## src/sv/nrt_pkg.sv

```systemverilog
// ----------------------------------------------------------------------------
// Rule table package
// Types, codes and helper functions shared by the rule table cells and the
// top level.
// ----------------------------------------------------------------------------
package nrt_pkg;

  localparam int unsigned TableEntriesDefault = 64;

  // Request kinds.
  localparam logic [1:0] KIND_APPEND = 2'd0;
  localparam logic [1:0] KIND_REMOVE = 2'd1;
  localparam logic [1:0] KIND_MATCH  = 2'd2;

  // Result status codes.
  localparam logic [2:0] ST_OK        = 3'd0;
  localparam logic [2:0] ST_INVALID   = 3'd1;
  localparam logic [2:0] ST_FULL      = 3'd2;
  localparam logic [2:0] ST_NOT_FOUND = 3'd3;
  localparam logic [2:0] ST_NO_LOCAL  = 3'd4;

  // Protocols and transports that bear on rule validity.
  localparam logic [2:0] PROTO_INET    = 3'd0;
  localparam logic [2:0] PROTO_INET6   = 3'd1;
  localparam logic [2:0] PROTO_UNIX    = 3'd2;
  localparam logic [2:0] PROTO_NETLINK = 3'd3;
  localparam logic [2:0] PROTO_PACKET  = 3'd4;
  localparam logic [2:0] TRANS_TCP     = 3'd0;
  localparam logic [2:0] TRANS_RAW     = 3'd3;
  localparam logic [2:0] TRANS_STREAM  = 3'd4;
  localparam logic [2:0] TRANS_DGRAM   = 3'd6;
  localparam logic [2:0] OP_CREATE     = 3'd0;
  localparam logic [2:0] OP_RECEIVE    = 3'd6;
  localparam logic [2:0] OP_INVALID    = 3'd7;
  localparam logic [1:0] FAM_IPV4      = 2'd0;
  localparam logic [1:0] FAM_IPV6      = 2'd1;
  localparam logic [1:0] FAM_NONE      = 2'd2;
  localparam logic [7:0] PREFIX_MAX    = 8'd128;

  // Endpoint metadata: family, port and prefix length.
  typedef struct packed {
    logic [1:0]  family;
    logic [15:0] port;
    logic [7:0]  pfx_bits;
  } meta_t;

  // One endpoint: metadata and 128-bit address.
  typedef struct packed {
    meta_t        meta;
    logic [63:0]  addr_hi;
    logic [63:0]  addr_lo;
  } endpoint_t;

  // Request class: operation, protocol and transport.
  typedef struct packed {
    logic [2:0] op_type;
    logic [2:0] protocol;
    logic [2:0] transport;
  } class_t;

  // Request token that walks along the row of cells.
  typedef struct packed {
    logic       vld;
    logic [1:0] kind;
    class_t     cls;
    logic       lpres;
    logic       rpres;
    endpoint_t  lep;
    endpoint_t  rep;
    logic       done;
  } tok_t;

  // Protocol and transport go together.
  function automatic logic combo_ok(input logic [2:0] pr, input logic [2:0] tr);
    logic ok;
    case (pr)
      PROTO_INET, PROTO_INET6:     ok = (tr <= TRANS_RAW);
      PROTO_UNIX:                  ok = (tr >= TRANS_STREAM) && (tr <= TRANS_DGRAM);
      PROTO_NETLINK, PROTO_PACKET: ok = (tr == TRANS_RAW);
      default:                     ok = 1'b0;
    endcase
    return ok;
  endfunction

  function automatic logic meta_ok(input meta_t m);
    return (m.family <= FAM_IPV6) && (m.pfx_bits <= PREFIX_MAX);
  endfunction

  // A stored rule endpoint agrees with a requested endpoint.
  function automatic logic endpoint_agrees(input endpoint_t r, input endpoint_t q);
    logic [127:0] mask;
    logic [127:0] diff;
    if (r.meta.pfx_bits != 8'd0) begin
      mask = ~({128{1'b1}} >> r.meta.pfx_bits);
    end else if (r.meta.family == FAM_IPV4) begin
      mask = {{32{1'b1}}, {96{1'b0}}};
    end else begin
      mask = {128{1'b1}};
    end
    diff = {r.addr_hi, r.addr_lo} ^ {q.addr_hi, q.addr_lo};
    return (r.meta.family == q.meta.family) &&
           ((r.meta.port == 16'd0) || (r.meta.port == q.meta.port)) &&
           ((diff & mask) == 128'd0);
  endfunction

endpackage

```

## src/sv/nrt_cell.sv

```systemverilog
// ----------------------------------------------------------------------------
// Rule table cell
// Holds one rule and acts on the request token as it passes, then registers the
// token and hands it on to the next cell.
// ----------------------------------------------------------------------------
module nrt_cell (
  input  logic          clk,
  input  logic          rst,
  input  nrt_pkg::tok_t tok_in,
  output nrt_pkg::tok_t tok_out
);
  import nrt_pkg::*;

  logic      valid;
  class_t    cls;
  endpoint_t lep;
  endpoint_t rep;

  logic hit_append;
  logic hit_remove;
  logic hit_match;

  // Decide whether this cell claims the token.
  always_comb begin
    hit_append = 1'b0;
    hit_remove = 1'b0;
    hit_match  = 1'b0;
    if (tok_in.vld && !tok_in.done) begin
      case (tok_in.kind)
        KIND_APPEND: hit_append = !valid;
        KIND_REMOVE: hit_remove = valid && (cls == tok_in.cls) &&
                                  (lep == tok_in.lep) && (rep == tok_in.rep);
        KIND_MATCH:  hit_match  = valid && (cls == tok_in.cls) &&
                                  (!tok_in.lpres || endpoint_agrees(lep, tok_in.lep)) &&
                                  (!tok_in.rpres || endpoint_agrees(rep, tok_in.rep));
        default: ;
      endcase
    end
  end

  // Valid bit and token hand-off.
  always_ff @(posedge clk) begin
    if (rst) begin
      valid       <= 1'b0;
      tok_out.vld <= 1'b0;
    end else begin
      if (hit_append) begin
        valid <= 1'b1;
      end else if (hit_remove) begin
        valid <= 1'b0;
      end
      tok_out.vld <= tok_in.vld;
    end
  end

  // Rule payload and the rest of the token.
  always_ff @(posedge clk) begin
    if (hit_append) begin
      cls <= tok_in.cls;
      lep <= tok_in.lep;
      rep <= tok_in.rep;
    end
    tok_out.kind  <= tok_in.kind;
    tok_out.cls   <= tok_in.cls;
    tok_out.lpres <= tok_in.lpres;
    tok_out.rpres <= tok_in.rpres;
    tok_out.lep   <= tok_in.lep;
    tok_out.rep   <= tok_in.rep;
    tok_out.done  <= tok_in.done | hit_append | hit_remove | hit_match;
  end

endmodule

```

## config.mk

```make
export PLATFORM = sky130hd
export DESIGN_NAME = nrt_cell
export DESIGN_NICKNAME = d
export VERILOG_FILES = /design/src/sv/nrt_pkg.sv /design/src/sv/nrt_cell.sv
export SDC_FILE = /design/constraint.sdc
export NUM_CORES = 1
export LEC_CHECK = 0
export CORE_MARGIN = 4
export CORE_UTILIZATION = 30
export CTS_CLUSTER_DIAMETER = 120
export DETAILED_ROUTE_END_ITERATION = 12
export DONT_BUFFER_PORTS = 1
export GPL_TIMING_DRIVEN = 1
export PLACE_DENSITY_LB_ADDON = 0.25
export SYNTH_ARGS = -nofsm -noshare
export SYNTH_HDL_FRONTEND = slang
export SYNTH_SLANG_ARGS = --single-unit
```

## constraint.sdc

```tcl
create_clock -name clk -period 31.9 [get_ports clk]
set_input_delay 1.595 -clock clk [delete_from_list [all_inputs] [get_ports clk]]
set_output_delay 1.595 -clock clk [all_outputs]
set_load 0.02 [all_outputs]
```

**After elaboration in Yosys (flattened, before gate mapping)**

Cells that the tools add are included.
Widths: inputs -> output; s select.

- Register bits: 641
- Bits in latches: 0
- RAM bits: 0
- Memory bits (read-only): 0
- Output and inout port bits: 323
- Logic and storage cells: 96
- Memories: 0

- Add/sub/neg operators: 0
- Multiply operators: 0
- Div/mod/pow operators: 0
- Magnitude comparators: 0
- Equality and inequality tests: 9
- Shift-type cells: 2
- Multiplexer cells: 16
- Bitwise operators: 9
- Reductions and logical operators: 28

Operators with widths:

| cell | count |
|---|---|
| $mux 128 | 6 |
| $eq 154x154->1 | 2 |
| $and 128x128->128 | 2 |
| $logic_not 128->1 | 2 |
| $not 128->128 | 2 |
| $shr 128x8->128 const A | 2 |
| $xor 128x128->128 | 2 |
| $mux 96 | 2 |
| $eq 16x16->1 | 2 |
| $logic_not 16->1 | 2 |
| $reduce_bool 8->1 | 2 |
| $logic_and 1x1->1 | 10 |
| $eq 9x9->1 | 1 |
| $mux 1 | 8 |
| $logic_not 2->1 | 3 |
| $eq 2x2->1 | 2 |
| $logic_not 1->1 | 4 |
| $logic_or 1x1->1 | 4 |
| $or 1x1->1 | 3 |
| $eq 2x1->1 const B | 1 |
| $eq 2x2->1 const B | 1 |
| $reduce_bool 2->1 | 1 |

**Longest topological paths before layout**

Gate-level depths: netlist of run 1.

- Depth after elaboration: 14
- Depth in mapped cells: 12
- Mapped depth without buffers: 9

**Worst setup path after synthesis of run 1**

No wires, ideal clock.

- Path kind: input port to flip-flop
- Start: in tok_in[0] (netlist bit)
- End: reg cls[0] (netlist bit), enable pin
- Library setup time: 1.388 ns
- Data arrival time: 23.480 ns
- Required time: 30.512 ns
- Slack: 7.032 ns
- Cell stages on the path: 2
- Path through: or3b_2 > nor3_1

- Longest elaborated chain between the ends: 3

RTL lines:

| item | line | RTL |
|---|---|---|
| start: declaration | nrt_cell.sv:9 | `input nrt_pkg::tok_t tok_in,` |
| $logic_not 1->1 | nrt_cell.sv:28 | `if (tok_in.vld && !tok_in.done) begin` |
| $logic_and 1x1->1 | nrt_cell.sv:28 |  |
| $mux 1 | nrt_cell.sv:28 |  |
| via hit_append | nrt_cell.sv:19 | `logic hit_append;` |
| end signal: assignment | nrt_cell.sv:59 | `cls <= tok_in.cls;` |
| end: declaration | nrt_cell.sv:15 | `class_t cls;` |

The timed path passes the listed nets, and every way through them passes these cells.
A chain may end at the register's enable or synchronous reset.

**Worst setup path in the final report of run 1**

- Start: in tok_in[0] (netlist bit)
- End: reg lep[12] (netlist bit), enable pin

- Longest elaborated chain between the ends: 3

RTL lines:

| item | line | RTL |
|---|---|---|
| $logic_not 1->1 | nrt_cell.sv:28 |  |
| $logic_and 1x1->1 | nrt_cell.sv:28 |  |
| $mux 1 | nrt_cell.sv:28 |  |
| via hit_append | nrt_cell.sv:19 |  |
| end signal: assignment | nrt_cell.sv:60 | `lep <= tok_in.lep;` |
| end: declaration | nrt_cell.sv:16 | `endpoint_t lep;` |

The timed path passes the listed nets, and every way through them passes these cells.

==> flow_summary.rst, run 1 <==
.. list-table::
   :header-rows: 1

   * - Metric
     - Value
   * - Data required time of the critical path
     - around 32,000 ps
   * - Crit-path cells
     - or3b_2 -> nor3_2 -> buf_4 -> buf_12
   * - Top routing layer in use
     - met5
   * - Synth Area in Adders
     - less than 1%
   * - Setup slack at placement
     - roughly 27,000 ps
   * - 1st-pass router iterations
     - 7
   * - Detailed route wirelength on metal3
     - between 5000 and 6000 um
   * - Type of the most critical hold path
     - register to register
   * - Antenna violations before repair
     - 8
   * - Main combinational cell family by area after synthesis
     - XOR/XNOR gates
   * - Number of enable flip-flop cells after synthesis
     - around 320
   * - Slowest cell on the critical path
     - buf_4
   * - Net load switching power
     - approximately 430 uW
   * - Fmax
     - 226 MHz
   * - Worst slew margin
     - between 10% and 20%
   * - Xor-xnor portion of the synthesized cell area
     - 12.4%
   * - Most frequently used flop master after synthesis
     - dfxtp_1
   * - Critical Path Start Type
     - input pin
   * - All-layer global routing usage
     - 19.0%
   * - Buffers plus inverters on the worst setup path
     - 2
   * - Wire length per cell
     - approximately 29 um
   * - Internal cell power
     - 1400 uW
   * - R2R setup slack
     - approximately 28,000 ps
   * - Number of buffer cells added on primary ports
     - 0
   * - Maximum number of pins on one net before global-route repair
     - 168
   * - Fraction of layout instances using a drive strength above 1
     - approximately 9%
   * - Die footprint
     - 80,000 um^2
   * - Vias post-DR
     - 13,914
   * - TritonCTS clock tree
     - yes
   * - Final total negative setup slack
     - 0 ps
   * - Biggest cell delay along the critical path
     - around 870 ps
   * - Fraction of registers with async set/reset
     - 0%
   * - Post-CTS Repair Setup Buffers
     - 0
   * - Syn-to-layout area delta
     - 15.7%
   * - Crit path setup slack, layout
     - 27,480 ps
   * - Number of routed nets with antenna violations
     - 0
   * - Pwr per Cell Area
     - 69.7 nW/um^2
   * - Count of boundary I/O pins
     - 648
   * - Count of distinct cell types in the synthesized netlist
     - 75
   * - Utilization of the core after routing
     - about a third
   * - Period utilisation layout
     - between 10% and 20%
   * - Chip Height
     - 283 um
   * - Synthesis Warnings
     - 0
   * - Final worst path period need
     - about 4400 ps
   * - Met2 routed WL
     - about 41,000 um
   * - Post-CTS Hold Buffers
     - 0
   * - Proportion of power drawn by combinational gates
     - under 10%
   * - Kind of end point of the critical path
     - register
   * - Global-route wire length before repair
     - 109,000 um
   * - Leakage power total
     - 0.00889 uW
   * - Count of instances resized after the clock tree is built
     - 0
   * - Starting density of the core
     - between 30 and 40%
   * - Maximum buffer depth of the clock tree
     - 3
   * - Count of H-tree levels built during CTS
     - 3
   * - CTS root buffer
     - clkbuf_16
   * - CP max FO
     - between 150 and 200
   * - Placed wire-length estimate after detailed placement
     - between 60,000 and 70,000 um
   * - Number of global-route vias before repair
     - roughly 14,000
   * - Number of clock sinks seen by CTS
     - 641
   * - Worst setup path category
     - input pin to register
   * - Unrepaired setup endpoints after global routing
     - no
   * - Total congestion overflow after global routing
     - 0
   * - Core area
     - between 70,000 and 80,000 um^2
   * - Final cell count without fillers
     - roughly 2,700
   * - Register clock-pin slew on the reported worst setup and hold paths
     - approximately 60 ps
   * - Violation count after the first detailed-route iteration
     - around 1,100
   * - Compound-gate portion of the synthesized area
     - around 7.7%
   * - Per-instance average area after synthesis
     - roughly 14 um^2
   * - Synth Net Count
     - ~2,000
   * - Sequential share of power
     - around 51%
   * - Total DRC errors in the routed layout
     - 0
   * - Metal-1 WL
     - between 30,000 and 40,000 um
   * - Portion of the post-synthesis area used by sequential elements
     - between 70% and 80%
   * - Clock latency at the later pin of the worst-skew pair
     - ~610 ps
   * - Clock group share of total power
     - a little under half
   * - Post-layout net count
     - around 2,000
   * - Placed instance count
     - about 2,600
   * - Cell count after synthesis
     - approximately 1,600
   * - Final weighted congestion of routability-driven global placement
     - 0.937
   * - Clock skew after layout
     - around 25 ps
   * - Largest delay share family, worst path
     - buffers and inverters
   * - Max VDD drop
     - slightly above 0.04 mV
   * - Area share of and/or/nand/nor cells after synthesis
     - between 8 and 9%
   * - Max Cap Violations
     - 0
   * - # setup viols final
     - 0
   * - Number of max-slew violations in the final report
     - 0
   * - Sw frac
     - 23.5%
   * - DRT Wirelength
     - between 70,000 and 80,000 um
   * - Hold Violations, Final
     - 0
   * - Mapped Area
     - roughly 23,000 um^2
   * - Outcome
     - complete, no violations
   * - Drt via density
     - between 5 and 6
   * - Number of flip-flops and latches in the synthesized netlist
     - 641
   * - Number of rows created at floorplan
     - 100
   * - Die width
     - around 280 um
   * - Arrival time reported for the critical path endpoint
     - 4610 ps
   * - Number of CTS-inserted buffers
     - 70
   * - Mux share of post-synthesis cell area
     - 0%
   * - Transition time of the tightest slew-check pin
     - roughly 1300 ps
## power groups by stage
stage	Sequential (uW)	Clock (uW)	Combinational (uW)
finish	936	824	67.1
detailed placement	954	0	67.3
global placement	954	0	67.5
global route	938	887	72.4
floorplan	955	0	44.6
CTS	937	848	67.8
## cell usage after synthesis, types with 8 or more instances
cell | number | area (um^2)
dfxtp_1 | 324 | 6490
edfxtp_1 | 317 | 9520
xnor2_1 | 173 | 1520
xor2_1 | 148 | 1300
nand2_1 | 78 | 293
a21oi_1 | 76 | 380
nor2_1 | 72 | 270
nor4_1 | 50 | 313
o21ai_0 | 47 | 235
nand4_1 | 40 | 250
nand3_1 | 34 | 170
nor3_1 | 29 | 145
o22ai_1 | 18 | 113
clkbuf_1 | 16 | 60.1
buf_2 | 15 | 75.1
o211ai_1 | 13 | 97.6
a21o_1 | 9 | 67.6
inv_1 | 8 | 30.0
or3_1 | 8 | 50.1
## metrics by stage
step | hold WS (ps) | power [uW] | area (um^2)
2_1_floorplan | 480 | 1000 | 22700
3_3_place_gp | 598 | 1020 | 23800
3_5_place_dp | 585 | 1020 | 23800
4_1_cts | 597 | 1850 | 26200
5_1_grt | 609 | 1900 | 26200
6_report | 574 | 1830 | 26200
## registers in the layout, summed over array words and instances, names as in the netlist
| register | flops |
|---|---|
| cls | 9 |
| lep | 154 |
| tok_out | 323 |
| rep | 154 |
| valid | 1 |
## cells in the final DEF (no fill, tap or decap), types with 8 or more instances in the layout
cell type  instances
clkbuf_16         76
nand3_1           34
xor2_1           148
o22ai_1           18
inv_6             11
a21o_1             9
nor4_1            50
inv_1              8
dfxtp_1          324
xnor2_1          173
nor3_1            28
o21ai_0           47
clkbuf_8           8
a21oi_1           76
nor2_1            72
buf_4             12
o211ai_1          13
or3_1              8
nand2_1           78
edfxtp_1         317
nand4_1           40
## logic make-up (layout without fill, tap and decap cells)
group | after synthesis | after routing
XOR/XNOR | 321 | 321
other | 0 | 5
flip-flops | 641 | 641
buffers and inverters | 47 | 150
AO/OA/AOI/OAI | 264 | 264
adder cells (fa/ha/maj) | 1 | 1
AND/OR/NAND/NOR | 364 | 364
## area by class of cell
cell class,count,area [um^2]
Sequential cell,641,16000
Fill cell,7262,48500
Multi-Input combinational cell,950,6450
Inverter,10,37.5
Tap cell,969,1210
Clock inverter,37,349
Timing Repair Buffer,13,110
Clock buffer,90,2030
Antenna cell,5,12.5
## per-layer routing
| layer | GRT usage (%) | up-vias |
|---|---|---|
| met4 | 6.74 | 6 |
| met5 | 0 | - |
| met2 | 33.8 | 725 |
| li1 | - | 6125 |
| met1 | 22.6 | 6929 |
| met3 | 4.43 | 129 |
## worst paths after layout
path | start | endpoint | cells after the start
setup / recovery | tok_in[0] | lep[12] | 4
hold / removal | valid | valid | 2
setup reg to reg | lep[128] | tok_out[0] | 9
hold reg to reg | valid | valid | 2
## worst min-delay path, cell delays in order, from the launching register on
cell and delay (ps):
dfxtp_1 350, a21oi_1 140, nor2_1 40
Power figures use the tool's default switching activity.
==> run 2, diff against run 1 <==
==> constraint.sdc (replaced) <==
create_clock -name clk -period 4.35 [get_ports clk]
set_input_delay 0.2175 -clock clk [delete_from_list [all_inputs] [get_ports clk]]
set_output_delay 0.2175 -clock clk [all_outputs]
set_load 0.02 [all_outputs]
==> flow_summary.rst, run 2 (synthesis results as in run 1) <==
.. list-table::
   :header-rows: 1

   * - Metric
     - Value
   * - Worst Hold Depth
     - 4 (+2)
   * - Clock group share of total power
     - 43.9% (-1.2 points)
   * - Slowest cell on the critical path
     - edfxtp_1
   * - Count of H-tree levels built during CTS
     - 3 (unchanged)
   * - CP max FO
     - 23 (-86%)
   * - Met3 Use GR
     - 5.45% (+1.0 points)
   * - Largest register by flop count
     - tok_out
   * - Antenna violations before repair
     - 11 (+3)
   * - Number of buffer cells added on primary ports
     - 0 (unchanged)
   * - Die width
     - 283 um (unchanged)
   * - Origin of the critical flop-to-flop path
     - lep[132]
   * - Type of the most critical hold path
     - input pin to register
   * - Number of CTS-inserted buffers
     - 68 (-2.9%)
   * - Leakage power total
     - 0.0103 uW (+16%)
   * - Register clock-pin slew on the reported worst setup and hold paths
     - 70 ps (about the same)
   * - Placed wire-length estimate after detailed placement
     - 64,600 um (+4.1%)
   * - R2R setup slack
     - 550 ps (-27,190 ps)
   * - Transition time of the tightest slew-check pin
     - 1080 ps (-259 ps)
   * - Post-layout net count
     - 2,346 (+17%)
   * - TritonCTS clock tree
     - yes
   * - Global routing's busiest layer
     - met2
   * - Fmax
     - 263 MHz
   * - Starting density of the core
     - 30.3% (unchanged)
   * - CTS root buffer
     - clkbuf_16
   * - Commonest non-fill, non-tap cells in the layout
     - dlygate4sd3_1, dfxtp_1, edfxtp_1, xnor2_1, xor2_1
   * - Syn-to-layout area delta
     - 30.6%
   * - Hold Violations, Final
     - 0 (unchanged)
   * - Net load switching power
     - 3300 uW (+670%)
   * - Post-CTS Repair Setup Buffers
     - 0 (unchanged)
   * - Maximum buffer depth of the clock tree
     - 3 (unchanged)
   * - Die footprint
     - 80,000 um^2 (unchanged)
   * - Final weighted congestion of routability-driven global placement
     - 0.930 (-0.78%)
   * - Fill cell instance count of the final layout
     - 6,857 (-5.6%)
   * - # setup viols final
     - 0 (unchanged)
   * - Biggest cell delay along the critical path
     - 760 ps (-110 ps)
   * - Maximum number of pins on one net before global-route repair
     - 159 (-5.4%)
   * - Number of clock sinks seen by CTS
     - 641 (unchanged)
   * - Worst slew margin
     - 27.9% (+17 points)
   * - Drt via density
     - 5.17 (+0.81%)
   * - Logic depth of the worst register-to-register path
     - 9 (unchanged)
   * - Violation count after the first detailed-route iteration
     - 1,255 (+12%)
   * - Crit-path cells
     - or3_1 -> nor2_2 -> nor2_1 -> o41ai_1 -> nand3_1 -> nor4_1 -> a32oi_1 -> o31ai_1 -> a31o_1
   * - Core area
     - 74,700 um^2 (unchanged)
   * - Vias post-DR
     - 15,752 (+13%)
   * - Clock latency at the later pin of the worst-skew pair
     - 610 ps (about the same)
   * - Internal cell power
     - 10,500 uW (+650%)
   * - Number of global-route vias before repair
     - 16,272 (+14%)
   * - Total DRC errors in the routed layout
     - 0 (unchanged)
   * - Number of rows created at floorplan
     - 100 (unchanged)
   * - Hold Crit Endpoint
     - tok_out[0]
   * - Data required time of the critical path
     - 4880 ps (-27,210 ps)
   * - Final worst path period need
     - approximately 3800 ps
   * - Largest delay share family, worst path
     - simple AND/OR/NAND/NOR gates
   * - Period utilisation layout
     - between 80 and 90%
   * - Total congestion overflow after global routing
     - 0 (unchanged)
   * - Reg-to-reg endpoint
     - tok_out[0]
   * - Unrepaired setup endpoints after global routing
     - no
   * - Met1 usage
     - 26.3% (+3.7 points)
   * - Regs by FF count
     - tok_out: 323 flops, lep: 154 flops, rep: 154 flops
   * - Proportion of power drawn by combinational gates
     - 6.3% (+2.6 points)
   * - Placed instance count
     - 2,596 (+0.50%)
   * - Sw frac
     - 23.9% (+0.35 points)
   * - Logic depth of the worst path, buffers included
     - 9 (+5)
   * - Critical Path Start Type
     - register
   * - Number of flip-flops in the largest register
     - 323 (unchanged)
   * - Fraction of layout instances using a drive strength above 1
     - 7.94% (-0.90 points)
   * - Count of boundary I/O pins
     - 648 (unchanged)
   * - Max Cap Violations
     - 0 (unchanged)
   * - Chip Height
     - 283 um (unchanged)
   * - Sequential share of power
     - 49.8% (-1.4 points)
   * - Number of routed nets with antenna violations
     - 0 (unchanged)
   * - 1st-pass router iterations
     - 5 (-2)
   * - Global-route wire length before repair
     - 129,000 um (+19%)
   * - Buffers plus inverters on the worst setup path
     - 0 (-2)
   * - Final cell count without fillers
     - 3,049 (+12%)
   * - Max VDD drop
     - 0.400 mV (+880%)
   * - Number of max-slew violations in the final report
     - 0 (unchanged)
   * - Worst setup path category
     - register to register
   * - Pwr per Cell Area
     - 466 nW/um^2 (+570%)
   * - Wire length per cell
     - 31.9 um (+8.6%)
   * - All-layer global routing usage
     - 23.2% (+4.2 points)
   * - DRT Wirelength
     - 97,200 um (+22%)
   * - Outcome
     - complete, no violations
   * - Arrival time reported for the critical path endpoint
     - 4330 ps (-280 ps)
   * - Clock skew after layout
     - 16.6 ps (-8.84 ps)
   * - Met2 track demand over resource
     - 43.8% (+10 points)
   * - Hold_sp
     - tok_in[320]
   * - Final total negative setup slack
     - 0 ps (unchanged)
   * - Kind of end point of the critical path
     - register
run 2: cell types whose count changed in the layout (fill, tap and decap cells not counted), moves of 2 or more:
cell,delta
buf_4,+12
inv_6,-5
dlygate4sd3_1,+324
bufinv_16,-2
diode_2,-2
clkbuf_16,+6
run 2: timing repair:
action,in CTS,in global routing
gates resized for setup,0,0
hold endpoints to repair,641,0
hold buffers,324,0
run 2: worst min-delay path: cells and delay by family:
kind            cells  cell delay [ps]
simple gates        2              130
compound gates      2              280
run 2: worst max path at each step:
| stage | to | slack (ps) | startpoint |
|---|---|---|---|
| after floorplan | cls[0] | -4300 | tok_in[0] |
| after CTS | tok_out[0] | 590 | lep[132] |
| final | tok_out[0] | 550 | lep[132] |
| after global routing | tok_out[0] | 390 | lep[131] |
| after global placement | tok_out[0] | 710 | lep[132] |
| after detailed placement | tok_out[0] | 630 | lep[132] |
run 2: metrics by stage:
step / total power, uW / setup slack, ps / utilization (%) / cell area [um^2] / hold slack (ps)
4_1_cts: 13900 / 588 / 39.6 / 29600 / 37.3
3_5_place_dp: 7520 / 634 / 32.0 / 23900 / 245
5_1_grt: 14300 / 390 / 39.6 / 29600 / 82.0
2_1_floorplan: 7300 / -4300 / - / 22700 / 245
6_report: 13800 / 550 / 39.6 / 29600 / 79.2
3_3_place_gp: 7530 / 710 / 32.0 / 23900 / 245
run 2: power groups by stage:
stage / Clock [uW] / Sequential, uW / Combinational (uW)
6_report: 6060 / 6870 / 863
4_1_cts: 6180 / 6870 / 872
2_1_floorplan: 0 / 6970 / 327
5_1_grt: 6460 / 6890 / 909
3_5_place_dp: 0 / 7000 / 517
3_3_place_gp: 0 / 7000 / 524
run 2: cell type report:
type                            instances  area (um^2)  share of cell area (%)
Antenna cell                            3         7.51                  0.0254
Clock buffer                           95         2170                    7.33
Clock inverter                         31          244                   0.824
Inverter                               10         37.5                   0.127
Multi-Input combinational cell        950         6460                    21.8
Sequential cell                       641        16000                    54.1
Tap cell                              969         1210                    4.10
Timing Repair Buffer                  350         3460                    11.7
run 2: per-layer routing:
| metal | vias to the layer above | wire length [um] |
|---|---|---|
| met1 | 7946 | 35500 |
| li1 | 6804 | - |
| met5 | - | 0 |
| met2 | 857 | 52100 |
| met3 | 145 | 7250 |
| met4 | 0 | 2300 |
==> run 3, diff against run 2 <==
--- a/config.mk
+++ b/config.mk
@@ -12,6 +12,7 @@
 export DONT_BUFFER_PORTS = 1
 export GPL_TIMING_DRIVEN = 1
 export PLACE_DENSITY_LB_ADDON = 0.25
+export RECOVER_POWER = 100
 export SYNTH_ARGS = -nofsm -noshare
 export SYNTH_HDL_FRONTEND = slang
 export SYNTH_SLANG_ARGS = --single-unit
==> flow_summary.rst, run 3 (synthesis results as in run 1) <==
.. list-table::
   :header-rows: 1

   * - Metric
     - Value
   * - DRT Wirelength
     - 97,100 um (about the same)
   * - Drt via density
     - 5.18 (+0.19%)
   * - Slowest cell on the critical path
     - edfxtp_1
   * - Worst setup path category
     - register to register
   * - Syn-to-layout area delta
     - 30.4%
   * - Arrival time reported for the critical path endpoint
     - 4330 ps (about the same)
   * - Multi-input gate area
     - 6450 um^2 (-0.17%)
   * - Post-CTS Hold Buffers
     - 324 (unchanged)
   * - Violation count after the first detailed-route iteration
     - 1,285 (+2.4%)
   * - Origin of the critical flop-to-flop path
     - lep[132]
   * - Hold Crit Endpoint
     - tok_out[0]
   * - Die footprint
     - 80,000 um^2 (unchanged)
   * - Wire length per cell
     - 31.9 um (about the same)
   * - Number of clock sinks seen by CTS
     - 641 (unchanged)
   * - Total DRC errors in the routed layout
     - 0 (unchanged)
   * - Final weighted congestion of routability-driven global placement
     - 0.930 (unchanged)
   * - Worst slew margin
     - -68.5% (-96 points)
   * - Number of routed nets with antenna violations
     - 0 (unchanged)
   * - Clock latency at the later pin of the worst-skew pair
     - 610 ps (about the same)
   * - Sw frac
     - 23.9% (-0.030 points)
   * - Core area
     - 74,700 um^2 (unchanged)
   * - Max VDD drop
     - 0.398 mV (-0.34%)
   * - Utilization of the core after routing
     - 39.6% (-0.059 points)
   * - Period utilisation layout
     - 87.3% (about the same)
   * - Clock skew after layout
     - 17.2 ps (+0.583 ps)
   * - Area of all sequential standard cells
     - 16,000 um^2 (unchanged)
   * - Largest register by flop count
     - tok_out
   * - Pwr per Cell Area
     - 467 nW/um^2 (+0.13%)
   * - Number of CTS-inserted buffers
     - 68 (unchanged)
   * - All-layer global routing usage
     - 23.2% (unchanged)
   * - 1st-pass router iterations
     - 6 (+1)
   * - Largest delay share family, worst path
     - simple AND/OR/NAND/NOR gates
   * - Post-CTS Repair Setup Buffers
     - 0 (unchanged)
   * - Maximum buffer depth of the clock tree
     - 3 (unchanged)
   * - Fill cell instance count of the final layout
     - 6,865 (+0.12%)
   * - Commonest non-fill, non-tap cells in the layout
     - dlygate4sd3_1, dfxtp_1, edfxtp_1, xnor2_1, xor2_1
   * - Number of flip-flops in the largest register
     - 323 (unchanged)
   * - CTS root buffer
     - clkbuf_16
   * - Maximum number of pins on one net before global-route repair
     - 159 (unchanged)
   * - Final Power
     - 13,800 uW (about the same)
   * - Biggest cell delay along the critical path
     - 760 ps (about the same)
   * - Summed area of non-filler cells in the final layout
     - 29,600 um^2 (-0.15%)
   * - Clock group share of total power
     - 43.9% (about the same)
   * - R2R setup slack
     - 550 ps (about the same)
   * - Number of buffer cells added on primary ports
     - 0 (unchanged)
   * - Total congestion overflow after global routing
     - 0 (unchanged)
   * - Crit-path cells
     - or3_1 -> nor2_2 -> nor2_1 -> o41ai_1 -> nand3_1 -> nor4_1 -> a32oi_1 -> o31ai_1 -> a31o_1
   * - Placed instance count
     - 2,596 (unchanged)
   * - Critical Path Start Type
     - register
   * - Regs by FF count
     - tok_out: 323 flops, lep: 154 flops, rep: 154 flops
   * - Count of boundary I/O pins
     - 648 (unchanged)
   * - Fraction of layout instances using a drive strength above 1
     - 7.90% (-0.048 points)
   * - Reg-to-reg endpoint
     - tok_out[0]
   * - Die width
     - 283 um (unchanged)
   * - Crit path from
     - lep[132]
   * - Count of instances resized after the clock tree is built
     - 0 (unchanged)
   * - Global-route wire length before repair
     - 129,000 um (unchanged)
   * - Logic depth of the worst register-to-register path
     - 9 (unchanged)
   * - Net load switching power
     - 3290 uW (-0.14%)
   * - Worst Hold Depth
     - 4 (unchanged)
   * - Proportion of power drawn by combinational gates
     - 6.2% (about the same)
   * - # setup viols final
     - 0 (unchanged)
   * - TritonCTS clock tree
     - yes
   * - Placed wire-length estimate after detailed placement
     - 64,600 um (unchanged)
   * - Final cell count without fillers
     - 3,048 (-0.033%)
   * - Hold_sp
     - tok_in[320]
   * - CP max FO
     - 23 (unchanged)
   * - Number of max-slew violations in the final report
     - 322 (+322)
   * - Violated checks
     - max-capacitance violations, max-slew violations
   * - Type of the most critical hold path
     - input pin to register
   * - Final worst path period need
     - 3800 ps (-0.957 ps)
   * - Number of global-route vias before repair
     - 16,272 (unchanged)
   * - Max Cap Violations
     - 3 (+3)
   * - Leakage power total
     - 0.0103 uW (about the same)
   * - Buffers plus inverters on the worst setup path
     - 0 (unchanged)
   * - Sequential share of power
     - 49.8% (about the same)
   * - Register clock-pin slew on the reported worst setup and hold paths
     - 60 ps (about the same)
   * - Count of H-tree levels built during CTS
     - 3 (unchanged)
   * - Transition time of the tightest slew-check pin
     - 2530 ps (+1450 ps)
   * - Starting density of the core
     - 30.3% (unchanged)
   * - Outcome
     - complete, but fails checks
   * - Number of rows created at floorplan
     - 100 (unchanged)
   * - Antenna violations before repair
     - 11 (unchanged)
   * - Data required time of the critical path
     - 4880 ps (about the same)
   * - DP Area
     - 23,900 um^2 (unchanged)
   * - Unrepaired setup endpoints after global routing
     - no
   * - Internal cell power
     - 10,500 uW (about the same)
   * - Vias post-DR
     - 15,776 (+0.15%)
   * - Post-layout net count
     - 2,346 (unchanged)
   * - Hold Violations, Final
     - 0 (unchanged)
   * - Kind of end point of the critical path
     - register
   * - Chip Height
     - 283 um (unchanged)
   * - Fmax
     - 263 MHz (about the same)
[run 3: cell count changes in the layout (fill, tap and decap cells not counted), sizes merged]
cell	delta
buf	-3
diode	-1
clkbuf	+3
[run 3: tightest hold or removal path: stages]
cell and delay, ps:
nor3b_1 30, nand3_1 100, a21oi_1 60, a31o_1 220
[run 3: cell type report]
type | count | share of cell area (%)
Antenna cell | 2 | 0.0169
Clock buffer | 95 | 7.35
Clock inverter | 31 | 0.826
Inverter | 10 | 0.127
Multi-Input combinational cell | 950 | 21.8
Sequential cell | 641 | 54.2
Tap cell | 969 | 4.10
Timing Repair Buffer | 350 | 11.6
[run 3: power groups by stage]
stage / logic [uW] / clock network (uW) / registers [uW]
after detailed placement: 517 / 0 / 7000
final: 861 / 6060 / 6880
after CTS: 872 / 6180 / 6870
after global routing: 907 / 6460 / 6890
after global placement: 524 / 0 / 7000
after floorplan: 327 / 0 / 6970
[run 3: metrics by stage]
stage | worst slack (ps) | hold slack, ps | setup TNS (ps)
floorplan | -4300 | 245 | -1369600
global placement | 710 | 245 | 0
detailed placement | 634 | 245 | 0
CTS | 588 | 37.3 | 0
global route | 390 | 88.4 | 0
finish | 551 | 76.7 | 0
[run 3: per-layer routing]
layer / part of all wire (%) / global-route usage, % / wire, um / vias up
met1: 36 / 26.3 / 35400 / 7981
met4: 2.2 / 5.89 / 2170 / 0
li1: - / - / - / 6798
met3: 7.4 / 5.45 / 7170 / 132
met5: 0 / 0 / 0 / -
met2: 54 / 43.8 / 52400 / 865
[run 3: worst max path at each step]
stage,cells past startpoint,end,slack (ps)
after detailed placement,9,tok_out[0],630
after global routing,9,tok_out[0],390
after floorplan,2,cls[0],-4300
after CTS,9,tok_out[0],590
after global placement,9,tok_out[0],710
final,9,tok_out[0],550
